==> src/design/pfa_pkg.sv <==
// Shared constants, types and codes for the physical frame allocator.
package pfa_pkg;

    localparam int LOW_FRAMES  = 4096;
    localparam int CACHE_DEPTH = 16;
    localparam int STACK_DEPTH = 4096;

    localparam int FRAME_W   = 20;
    localparam int COUNT_W   = 13;
    localparam int BIT_W     = 5;
    localparam int WORD_W    = 32;
    localparam int LOW_IDX_W = $clog2(LOW_FRAMES);
    localparam int POS_W     = $clog2(LOW_FRAMES + 1);
    localparam int MAP_WORDS = (LOW_FRAMES + WORD_W - 1) / WORD_W;
    localparam int MAP_AW    = (MAP_WORDS > 1) ? $clog2(MAP_WORDS) : 1;
    localparam int CACHE_AW  = (CACHE_DEPTH > 1) ? $clog2(CACHE_DEPTH) : 1;
    localparam int FILL_W    = $clog2(CACHE_DEPTH + 1);
    localparam int STACK_AW  = $clog2(STACK_DEPTH);
    localparam int SCNT_W    = $clog2(STACK_DEPTH + 1);
    localparam int LCNT_W    = $clog2(LOW_FRAMES + 1);

    localparam logic [1:0] ST_OK         = 2'd0;
    localparam logic [1:0] ST_NO_MEMORY  = 2'd1;
    localparam logic [1:0] ST_BAD_FRAME  = 2'd2;
    localparam logic [1:0] ST_STACK_FULL = 2'd3;

    localparam logic KIND_ALLOC = 1'b0;
    localparam logic POOL_LOW   = 1'b1;

    typedef enum logic [3:0] {
        S_IDLE,
        S_DISPATCH,
        S_SCAN_RD,
        S_SCAN_BIT,
        S_POP_RD,
        S_POP_WAIT,
        S_MAP_RD,
        S_MAP_WAIT,
        S_HPOP_WAIT,
        S_FINISH
    } state_t;

    typedef struct packed {
        logic                rd_en;
        logic [MAP_AW-1:0]   rd_addr;
        logic                wr_en;
        logic [MAP_AW-1:0]   wr_addr;
        logic [WORD_W-1:0]   wr_data;
    } map_req_t;

endpackage

==> src/design/pfa_map.sv <==
// Low pool used-bitmap: word memory with per-row valid flags, unwritten rows read as all used.
module pfa_map (
    input  logic                     aclk,
    input  logic                     aresetn,
    input  pfa_pkg::map_req_t        req,
    output logic [pfa_pkg::WORD_W-1:0] rd_data
);
    import pfa_pkg::*;

    logic [WORD_W-1:0]    mem [MAP_WORDS];
    logic [MAP_WORDS-1:0] row_valid_reg;
    logic [WORD_W-1:0]    mem_q_reg;
    logic                 hit_reg;

    always_ff @(posedge aclk) begin
        if (req.wr_en) begin
            mem[req.wr_addr] <= req.wr_data;
        end
        if (req.rd_en) begin
            mem_q_reg <= mem[req.rd_addr];
        end
    end

    always_ff @(posedge aclk) begin
        if (!aresetn) begin
            row_valid_reg <= '0;
            hit_reg       <= 1'b0;
        end else begin
            if (req.wr_en) begin
                row_valid_reg[req.wr_addr] <= 1'b1;
            end
            if (req.rd_en) begin
                hit_reg <= row_valid_reg[req.rd_addr];
            end
        end
    end

    assign rd_data = hit_reg ? mem_q_reg : '1;
endmodule
==> config.mk <==
export PLATFORM = sky130hd
export DESIGN_NAME = pfa_map
export DESIGN_NICKNAME = d
export VERILOG_FILES = /design/src/design/pfa_pkg.sv /design/src/design/pfa_map.sv
export SDC_FILE = /design/constraint.sdc
export NUM_CORES = 2
export LEC_CHECK = 0
export BUFFER_PORTS_ARGS = -buffer_cell sky130_fd_sc_hd__buf_2
export CORE_MARGIN = 5
export CORE_UTILIZATION = 35
export DETAILED_ROUTE_END_ITERATION = 16
export GPL_TIMING_DRIVEN = 0
export PLACE_DENSITY = 0.57
export SLEW_MARGIN = 20
export SYNTH_ARGS = -nofsm -noshare
export SYNTH_HDL_FRONTEND = slang
export SYNTH_SLANG_ARGS = --single-unit
==> constraint.sdc <==
create_clock -name aclk -period 3.3 [get_ports aclk]
set_input_delay 0.66 -clock aclk [delete_from_list [all_inputs] [get_ports aclk]]
set_output_delay 0.66 -clock aclk [all_outputs]
set_load 0.005 [all_outputs]
==> metrics <==
outcome=finished, violations left; failing checks=setup timing; first-pass GRT wire length=620,000 um; DIE WIDTH=approximately 690 um; share of flip-flops with an asynchronous set or reset=0; DR vias=about 76,000; Root Buffer=clkbuf_16; aggregate global routing overflow=0; Final Wtd Congestion=between 0.8 and 0.9; Synth area leader=edfxtp_1; Post-DRT Antenna Nets=0; Synth cell types=34; post-synthesis sequential area ratio=0.783; Setup WS pre-CTS=-1.89 ns; Starting Density=0.351; area of the multi-input gates=about 35,000 um^2; final std cells w/o fill=13,747; fmax=just under 300 MHz; Routed WL=approximately 450,000 um; Lkg Pwr=about 60 nW; fin. max-slew vios=0; CP required=approximately 4.1 ns; Max-Cap Viols=0; initial drt markers=about 10,000; clock-pin slew on the worst setup and hold paths=around 0.060 ns; final worst setup slack=-0.168 ns; Area contributors post-synth=edfxtp_1 (77%), mux4_2 (19%), dfxtp_1 (1.6%), o21a_1 (0.59%), clkbuf_1 (0.47%); syn_nets=between 6,000 and 7,000; Layout area overhead=18.3%; kind of critical path=primary input to register; Avg Inst Size Synth=25.0 um^2; total power=0.115 W; cell with the most instances after synthesis=edfxtp_1; CTS Hold Buffers Added=0; share of layout cells above drive strength 1=0.354; TritonCTS clock tree=built; CORE AREA=roughly 460,000 um^2; gr usage total=0.188; Gate Count Post-Synth=6,465; Worst-Margin Slew=between 1 and 1.5 ns; Ports=82; Final Hold Vio Count=0; die height=689 um; Worst-Skew Late Latency=slightly below 1 ns; clock sink count=around 4,300; Die Footprint=between 400,000 and 500,000 um^2; register area=roughly 130,000 um^2; pin count of the biggest net entering global routing=100; fin crit share=1.05; RSZ-0062 raised after global routing=true; placed instance count=roughly 13,000; initial antenna violation count=66; max reg flops=~4,100; Post-Synthesis Cell Area=between 150,000 and 200,000 um^2; dominant synthesized flop cell=edfxtp_1; 1st-pass router iterations=6; fin util=0.415; TritonCTS buffer count=433; Max VDD drop=slightly above 500 uV; EDFF count, synth=4,128; DRC Markers=0; CP Capture Type=register; wire per inst=33.0 um; Ys Warns=0; DP HPWL=approximately 330,000 um; H-tree depth=5; worst-case clock buffer depth=4; hold crit path type=primary input to register; clock skew=between 0.06 and 0.07 ns; Tmin final=~3.5 ns; share of the synthesized area in the top cell type=0.767; CP Launch Type=primary input; Synth top cells by count=edfxtp_1 (4,128), mux4_2 (1,375), clkbuf_1 (202); Vias/cell=about 5.5; crit path DAT=between 4 and 5 ns; vias in the first global route=between 70,000 and 80,000; Slew headroom=0.162; CP Max Fanout=10; Layout Nets=around 7,200; number of buffers added on ports=74; Yosys reg bits=roughly 4,300; Rows=about 250; Fillers=a little under 40,000; Pwr per Cell Area=~600 nW/um^2; Setup violations, final=79
## critical path, cell delays in order
cell	delay, ns
buf_2	0.21
buf_4	0.45
clkbuf_1	0.85
clkbuf_2	0.61
mux4_2	0.39
mux2i_1	0.47
nand2_1	0.13
o211ai_1	0.16
a31o_2	0.19
a31oi_1	0.07
## cells in the final DEF, fill, tap and decap left out, types with 4 or more instances in the layout
cell type | netlist | routed
edfxtp_1 | 4128 | 4128
mux4_2 | 1375 | 1375
clkbuf_16 | 0 | 441
clkbuf_1 | 202 | 192
nor2_4 | 0 | 128
o21a_1 | 128 | 128
dfxtp_1 | 129 | 128
buf_16 | 0 | 118
buf_12 | 0 | 109
nand2_1 | 115 | 102
buf_2 | 84 | 94
clkbuf_2 | 0 | 92
clkinv_1 | 0 | 80
clkinv_2 | 0 | 69
bufinv_16 | 0 | 51
diode_2 | 0 | 49
buf_6 | 1 | 41
buf_4 | 3 | 36
nand2b_1 | 34 | 30
clkbuf_4 | 0 | 26
clkdlybuf4s15_2 | 0 | 15
buf_1 | 60 | 14
nand2_2 | 0 | 13
clkinvlp_4 | 0 | 13
nand3_1 | 12 | 12
clkinv_8 | 0 | 9
inv_6 | 0 | 8
nor2_1 | 135 | 7
clkbuf_8 | 0 | 7
inv_1 | 6 | 6
mux2_2 | 6 | 6
clkinv_4 | 0 | 6
nor2b_1 | 5 | 5
nand4b_1 | 5 | 5
nand3b_1 | 5 | 5
nand4_1 | 5 | 5
nand2b_2 | 0 | 4
nor3_1 | 4 | 4
## cell families (layout without fill, tap and decap cells)
kind of cell / Yosys count / in the layout / share of synthesized area
muxes: 1384 / 1384 / 0.192
DFF: 4257 / 4257 / 0.783
other: 0 / 49 / 0
AOI/OAI and AO/OA: 141 / 141 / 0.00651
and+or+nand+nor: 327 / 327 / 0.00884
buffers and inverters: 356 / 1440 / 0.00904
## power by group
part / internal [W] / total [W] / switching (W)
clock: 0.0286 / 0.0490 / 0.0204
sequential: 0.0595 / 0.0596 / 0.0000624
combinational: 0.00231 / 0.00637 / 0.00406
## worst paths after layout
path / endpoint / start / slack, ns / cells after the start
min reg2reg: row_valid_reg[31]$_SDFFE_PN0P_ / row_valid_reg[31]$_SDFFE_PN0P_ / 0.46 / 1
min: mem[116][0]$_DFFE_PP_ / req[0] / 0.08 / 1
max reg2reg: mem_q_reg[11]$_DFFE_PP_ / mem[119][11]$_DFFE_PP_ / 0.44 / 5
max: hit_reg$_SDFFE_PN0P_ / req[41] / -0.17 / 10
## per-layer routing
metal	global-route usage	share of wire	wire, um
met4	0.0527	0.030	13400
met5	0	0.00022	100
met2	0.301	0.48	217000
met1	0.255	0.39	179000
met3	0.0495	0.098	44300
## final cells by class
class	count	area share
Clock inverter	241	0.0139
Timing Repair Buffer	299	0.0311
Inverter	6	0.000118
Multi-Input combinational cell	1852	0.181
Clock buffer	545	0.0602
Antenna cell	49	0.000642
Sequential cell	4257	0.662
Buffer	349	0.0106
Tap cell	6149	0.0403
## timing repair
item                                   in CTS  in global routing
endpoints found under the hold margin       0                  0
setup endpoints to repair                  52                 36
buffers inserted                            0                  0
resized for setup                         205                 76
## through the flow
| step | TNS, ns | instance area (um^2) | hold slack [ns] |
|---|---|---|---|
| floorplan | -50.75 | 162000 | 0.435 |
| global placement | -9023.96 | 170000 | 0.442 |
| detailed placement | -942.62 | 176000 | 0.448 |
| CTS | -0.0363 | 191000 | 0.00329 |
| global route | -0.949 | 191000 | 0.0358 |
| finish | -2.28 | 191000 | 0.0836 |
Power figures use the tool's default switching activity.
