--- config.mk ---
export PLATFORM = sky130hd
export DESIGN_NAME = pfa_ram
export DESIGN_NICKNAME = d
export VERILOG_FILES = /design/src/design/pfa_ram.sv
export SDC_FILE = /design/constraint.sdc
export NUM_CORES = 1
export LEC_CHECK = 0
export ABC_AREA = 1
export BUFFER_PORTS_ARGS = -buffer_cell sky130_fd_sc_hd__buf_2
export CAP_MARGIN = 20
export CORE_MARGIN = 4
export CORE_UTILIZATION = 55
export DETAILED_ROUTE_END_ITERATION = 10
export PLACE_DENSITY_LB_ADDON = 0.2
export SLEW_MARGIN = 10
export SYNTH_ARGS = -nofsm -noshare
export SYNTH_HDL_FRONTEND = slang
export SYNTH_SLANG_ARGS = --single-unit
--- constraint.sdc ---
create_clock -name aclk -period 3.95 [get_ports aclk]
set_clock_uncertainty 0.15 [all_clocks]
set_input_delay 1.185 -clock aclk [delete_from_list [all_inputs] [get_ports aclk]]
set_output_delay 1.185 -clock aclk [all_outputs]
set_load 0.05 [all_outputs]
--- src/design/pfa_ram.sv ---
// Generic single-clock RAM, one write port and one registered read port.
module pfa_ram #(
    parameter int DEPTH = 16,
    parameter int WIDTH = 12
) (
    input  logic                     aclk,
    input  logic                     wr_en,
    input  logic [$clog2(DEPTH)-1:0] wr_addr,
    input  logic [WIDTH-1:0]         wr_data,
    input  logic                     rd_en,
    input  logic [$clog2(DEPTH)-1:0] rd_addr,
    output logic [WIDTH-1:0]         rd_data
);
    logic [WIDTH-1:0] mem [DEPTH];

    always_ff @(posedge aclk) begin
        if (wr_en) begin
            mem[wr_addr] <= wr_data;
        end
        if (rd_en) begin
            rd_data <= mem[rd_addr];
        end
    end
endmodule

==> results of run 1 <==
==> cells by family (layout without fill, tap and decap cells) <==
group / count (synthesis) / after routing / synth area share, %
and+or+nand+nor: 421 / 421 / 20.4
DFF: 204 / 204 / 70.6
buffers and inverters: 188 / 247 / 9.06
==> cell usage after synthesis <==
library cell and instances:
buf_1 5, buf_2 20, buf_4 3, buf_6 6, clkbuf_1 4, edfxtp_1 204, inv_1 149, inv_2 1
nand2_1 257, nand3_1 145, nand3b_1 2, nor2_1 17
==> final cells by class <==
cell class	count	area share [%]
Sequential cell	204	62.8
Multi-Input combinational cell	421	18.1
Inverter	150	5.77
Clock buffer	23	5.46
Timing Repair Buffer	59	3.80
Tap cell	211	2.71
Clock inverter	15	1.32
==> critical path: cells and delay by family <==
kind                   cells  cell delay (ns)
buffers and inverters      2             1.19
AND/OR/NAND/NOR            3             0.45
==> worst max-delay path by stage <==
stage / start / end / slack, ns / cells after the start
3_5_place_dp: rd_addr[2] / rd_data[0]$_DFFE_PP_ / 0.72 / 5
5_1_grt: rd_addr[2] / rd_data[7]$_DFFE_PP_ / 1.13 / 5
4_1_cts: rd_addr[2] / rd_data[0]$_DFFE_PP_ / 1.23 / 5
2_1_floorplan: wr_addr[2] / mem[10][0]$_DFFE_PP_ / 1.49 / 2
6_report: rd_addr[2] / rd_data[0]$_DFFE_PP_ / 1.20 / 5
3_3_place_gp: rd_addr[2] / rd_data[0]$_DFFE_PP_ / 0.68 / 5
==> layer usage <==
metal  track usage, %  vias up  part of all wire (%)
met3             4.49       32                   8.6
met4             5.89        0                   1.5
li1                 -     2716                     -
met5                0        -                     0
met2             37.2      221                    47
met1             33.3     2828                    43
==> where the power goes <==
part | switching, W | leakage, nW | internal (W)
Sequential | 0.0000168 | 1.85 | 0.00244
Clock | 0.000785 | 0.326 | 0.00111
Combinational | 0.000235 | 2.02 | 0.0000792
==> through the flow <==
step,setup WS (ns),hold slack [ns],instance area [sq um],utilization (%)
5_1_grt,1.13,0.645,9750,63.7
4_1_cts,1.23,0.588,9750,63.7
6_report,1.20,0.592,9750,63.7
2_1_floorplan,1.49,0.533,8680,-
3_5_place_dp,0.723,0.580,9090,59.4
3_3_place_gp,0.683,0.565,9090,59.4
==> flip-flops by register name, indices dropped and copies added (netlist names) <==
| register | cells |
|---|---|
| mem | 192 |
| rd_data | 12 |
==> flow_summary.json, run 1 <==
{
  "status": "finished clean",
  "ys_types": 12,
  "core_sq_mm": 0.0153,
  "fmax_mhz": 364,
  "power_density_mw_per_mm2": 478,
  "io-pin-count": 35,
  "irDropWorstVdd_mv": 0.331,
  "finalNonFillerCells": 1083,
  "cts_hold_buf": 0,
  "worst-setup-path-type": "in -> reg",
  "cts.sinks": 204,
  "h-tree-depth": 1,
  "worst_pin_slew_ns": 1.07,
  "hold_start": "mem[6][0]$_DFFE_PP_",
  "drv_cap": 0,
  "ys_warn_count": 0,
  "hold_viol": 0,
  "clkLatencyLatePin_ns": 0.50,
  "drtPass1Iterations": 5,
  "synth_area_sq_mm": 0.00868,
  "synth_top_area_share_pct": 70.6,
  "row_count": 45,
  "grt_setup_unrepaired": "false",
  "finalSetupViolCount": 0,
  "syn_inst": 813,
  "multi_input_area_sq_mm": 0.00177,
  "grt.total_usage_pct": 23.2,
  "cp_slowest_cell": "inv_1",
  "area.sequential_sq_mm": 0.00613,
  "total_power_w": 0.00466,
  "grt_pass1_vias": 5490,
  "via_per_inst": 5.35,
  "diodes": 0,
  "antenna_found_initial": 0,
  "r2r_start": "mem[1][7]$_DFFE_PP_",
  "end_kind": "flop",
  "gp_congestion": 0.864,
  "timing.final.crit_share_pct": 69.5,
  "grt_max_degree": 97,
  "synth_area_leaders": "edfxtp_1 71%, nand2_1 11%, nand3_1 8.4%, inv_1 6.4%, buf_2 1.2%",
  "fin_nets": 880,
  "timing.rr.end": "rd_data[7]$_DFFE_PP_",
  "synth_seq_area_share_pct": 70.6,
  "clkTransAtPathRegs_ns": 0.06,
  "p_leak_nw": 4.20,
  "worst_ep_required_time_ns": 4.04,
  "cts_made_buffers": 21,
  "hp-class": "reg -> reg",
  "ys_ff_latch": 204,
  "initial_core_util_pct": 56.7,
  "ant_nets": 0,
  "drv_slew": 0,
  "post-route-drc-count": 0,
  "reg2reg_slack_ns": 2.61,
  "cts_buffer_depth": 3,
  "fillers": 1210,
  "die_area_sq_mm": 0.0179,
  "cp.arrival_ns": 2.83,
  "relSlewSlack_pct": 28.7,
  "final_common_cell": "nand2_1",
  "dp_cells": 1045,
  "via_count": 5797,
  "hold_path_depth": 6,
  "period_needed_ns": 2.75,
  "post_cts_buffers": 0,
  "hold_end": "rd_data[0]$_DFFE_PP_",
  "synth_nets": 836,
  "post_drt_wl_per_cell_microns": 18.8,
  "max_stage_delay_ns": 0.88,
  "final_cell_mix": "257 x nand2_1, 204 x edfxtp_1, 149 x inv_1",
  "die_h_microns": 134,
  "cts_tree": "built",
  "syn_to_final_growth_pct": 12.4,
  "worst-path-max-fanout": 25,
  "critPathLaunchType": "input pin",
  "drtIter0Drc": 538,
  "grt_pass1_wl_microns": 31700,
  "reg2regPathDepth": 6,
  "cts_resized": 0,
  "dp_hpwl_microns": 12300,
  "dieWidth_microns": 134,
  "wl_microns": 20400,
  "path_cells": "buf_2 -> inv_1 -> nand3_1 -> nand3_1 -> nand2_1",
  "setup_tns_ns": 0,
  "gr-total-overflow": 0,
  "cts_root_buf": "clkbuf_16",
  "drive_gt1_share_pct": 10.4,
  "syn-mean-instance-area_sq_um": 10.7,
  "io_buffers": 34,
  "yosysTopAreaCell": "edfxtp_1",
  "cpMostUsedCell": "nand3_1"
}
(Power assumes the default switching activity.)
==> run 2: changes to the inputs <==
--- a/config.mk
+++ b/config.mk
@@ -5,7 +5,7 @@
 export SDC_FILE = /design/constraint.sdc
 export NUM_CORES = 1
 export LEC_CHECK = 0
-export ABC_AREA = 1
+export ABC_AREA = 0
 export BUFFER_PORTS_ARGS = -buffer_cell sky130_fd_sc_hd__buf_2
 export CAP_MARGIN = 20
 export CORE_MARGIN = 4
==> constraint.sdc (replaced) <==
create_clock -name aclk -period 2.65 [get_ports aclk]
set_clock_uncertainty 0.15 [all_clocks]
set_input_delay 0.795 -clock aclk [delete_from_list [all_inputs] [get_ports aclk]]
set_output_delay 0.795 -clock aclk [all_outputs]
set_load 0.05 [all_outputs]
==> run 2 against run 1 <==
Effect of this change: register-to-register slack got worse by 1.6 ns; total power rose by 42%; area after synthesis fell by 11%; synthesized cell count is 60% lower; design area decreased by 8.7%; die area down 10%; cell count fell by 46%; global-route usage down 2.4 points; worst hold slack got worse by 0.045 ns; largest cell class unchanged; largest power group unchanged; highest routed layer unchanged.
==> flow_summary.json, run 2 <==
{
  "status": "finished clean",
  "synth-edff-count": 204,
  "fmax_mhz": 478,
  "cp.arrival_ns": 1.15,
  "yosysTopAreaCell": "edfxtp_1",
  "path_cells": "buf_2",
  "wl_microns": 16000,
  "worst-setup-path-type": "reg -> out",
  "drive_gt1_share_pct": 30.2,
  "grt.total_usage_pct": 20.8,
  "grt_pass1_wl_microns": 24300,
  "period_needed_ns": 2.09,
  "die_h_microns": 126,
  "top_regs": "mem x192, rd_data x12",
  "drtIter0Drc": 316,
  "relSlewSlack_pct": 44.9,
  "gr-total-overflow": 0,
  "cts_tree": "built",
  "ys_ff_latch": 204,
  "synth_area_leaders": "edfxtp_1 79%, mux4_2 9.6%, mux4_1 5.1%, a22oi_1 2.3%, nand2_1 0.63%",
  "die_area_sq_mm": 0.0160,
  "io_buffers": 34,
  "row_count": 43,
  "antenna_found_initial": 0,
  "hold_viol": 0,
  "syn_inst": 329,
  "synth_nets": 352,
  "finalSetupViolCount": 0,
  "post-route-drc-count": 0,
  "ys_types": 17,
  "cts_resized": 0,
  "ys.flop_type": "edfxtp_1",
  "worst-path-max-fanout": 1,
  "final_common_cell": "edfxtp_1",
  "p_leak_nw": 2.96,
  "diodes": 0,
  "worst_pin_slew_ns": 0.824,
  "largest_reg_flops": 192,
  "r2r_start": "mem[1][6]$_DFFE_PP_",
  "setup_tns_ns": 0,
  "clkTransAtPathRegs_ns": 0.06,
  "core_sq_mm": 0.0138,
  "drtPass1Iterations": 4,
  "synth_most_common_cell": "edfxtp_1",
  "grt_max_degree": 49,
  "async_flop_share_pct": 0,
  "clkLatencyLatePin_ns": 0.47,
  "synth_seq_area_share_pct": 79.4,
  "worst_ep_required_time_ns": 1.71,
  "reg2reg_slack_ns": 1.04,
  "final_cell_mix": "204 x edfxtp_1, 34 x buf_2, 33 x mux4_2",
  "drv_slew": 0,
  "finalNonFillerCells": 590,
  "power_density_mw_per_mm2": 745,
  "cts_made_buffers": 20,
  "post_cts_buffers": 0,
  "cp_top_family": "flip-flops",
  "irDropWorstVdd_mv": 0.555,
  "gp_congestion": 0.714,
  "dieWidth_microns": 126,
  "cts_buffer_depth": 3,
  "ant_nets": 0,
  "dp_cells": 557,
  "setup.worst_path.start": "rd_data[7]$_DFFE_PP_",
  "cp_slowest_cell": "edfxtp_1",
  "synth_commonest_cells": "204 x edfxtp_1, 33 x mux4_2, 24 x a22oi_1",
  "initial_core_util_pct": 55.8,
  "ys_warn_count": 0,
  "cts.sinks": 204,
  "critPathBufInv": 1,
  "grt_pass1_vias": 3817,
  "largest-register": "mem",
  "grt_setup_unrepaired": "false",
  "drv_cap": 0,
  "hold_start": "wr_data[4]",
  "hp-class": "in -> reg",
  "cts_root_buf": "clkbuf_16",
  "dp_hpwl_microns": 9310,
  "synth_top_area_share_pct": 79.4,
  "h-tree-depth": 1,
  "via_count": 3647,
  "end_kind": "output port",
  "synth_area_sq_mm": 0.00772,
  "syn-mean-instance-area_sq_um": 23.5,
  "critPathLaunchType": "flop",
  "cts_hold_buf": 0,
  "io-pin-count": 35,
  "timing.final.crit_share_pct": 78.9,
  "fin_nets": 422,
  "utilization_pct": 64.4,
  "post_drt_wl_per_cell_microns": 27.1,
  "syn_to_final_growth_pct": 15.4,
  "max_stage_delay_ns": 0.39,
  "via_per_inst": 6.18
}
-- run 2: cell types whose count changed after synthesis, sizes merged, moves of 4 or more --
cell,change
inv,-150
nand2,-244
mux4,+48
nor3,+4
a22oi,+24
nand3,-144
nor2,-4
buf,-26
-- run 2: stage by stage --
step / setup WS [ns] / total power [W] / hold WS, ns / instance area, sq um
2_1_floorplan: 0.00544 / 0.00395 / 0.548 / 7720
3_3_place_gp: 0.109 / 0.00410 / 0.573 / 8310
3_5_place_dp: 0.0813 / 0.00411 / 0.583 / 8310
4_1_cts: 0.549 / 0.00670 / 0.539 / 8910
5_1_grt: 0.513 / 0.00688 / 0.543 / 8910
6_report: 0.559 / 0.00664 / 0.547 / 8910
-- run 2: logic make-up after synthesis --
logic type             count (synthesis)  share of synthesized area, %
flip-flops                           204                          79.4
multiplexers                          48                          14.7
AND/OR/NAND/NOR                       39                          2.30
buffers and inverters                 14                          1.28
AO/OA/AOI/OAI                         24                          2.33
-- run 2: path summary, 6_finish.rpt --
kind              cells past startpoint              endpoint
setup / recovery                      1            rd_data[7]
hold / removal                        1  mem[10][4]$_DFFE_PP_
setup reg to reg                      3  rd_data[6]$_DFFE_PP_
hold reg to reg                       3  rd_data[2]$_DFFE_PP_
-- run 2: metal layers --
layer | vias to the layer above | global-route usage, % | part of all wire, %
met1 | 1931 | 30.1 | 42
li1 | 1555 | - | -
met3 | 31 | 3.54 | 6.1
met5 | - | 0 | 0
met4 | 0 | 4.54 | 1.8
met2 | 130 | 34.1 | 50
-- run 2: layout make-up --
class / count / area (sq um)
clock buffer: 24 / 537
timing repair buffer: 62 / 443
tap: 180 / 225
clock inverter: 9 / 63.8
sequential: 204 / 6130
multi-input combinational: 111 / 1520
fill: 908 / 4920
-- run 2: report_power, final --
group          total [W]  switching [W]  internal [W]
clock network    0.00261        0.00108       0.00153
registers        0.00366      0.0000202       0.00364
logic           0.000380       0.000240      0.000141
total            0.00664        0.00134       0.00530
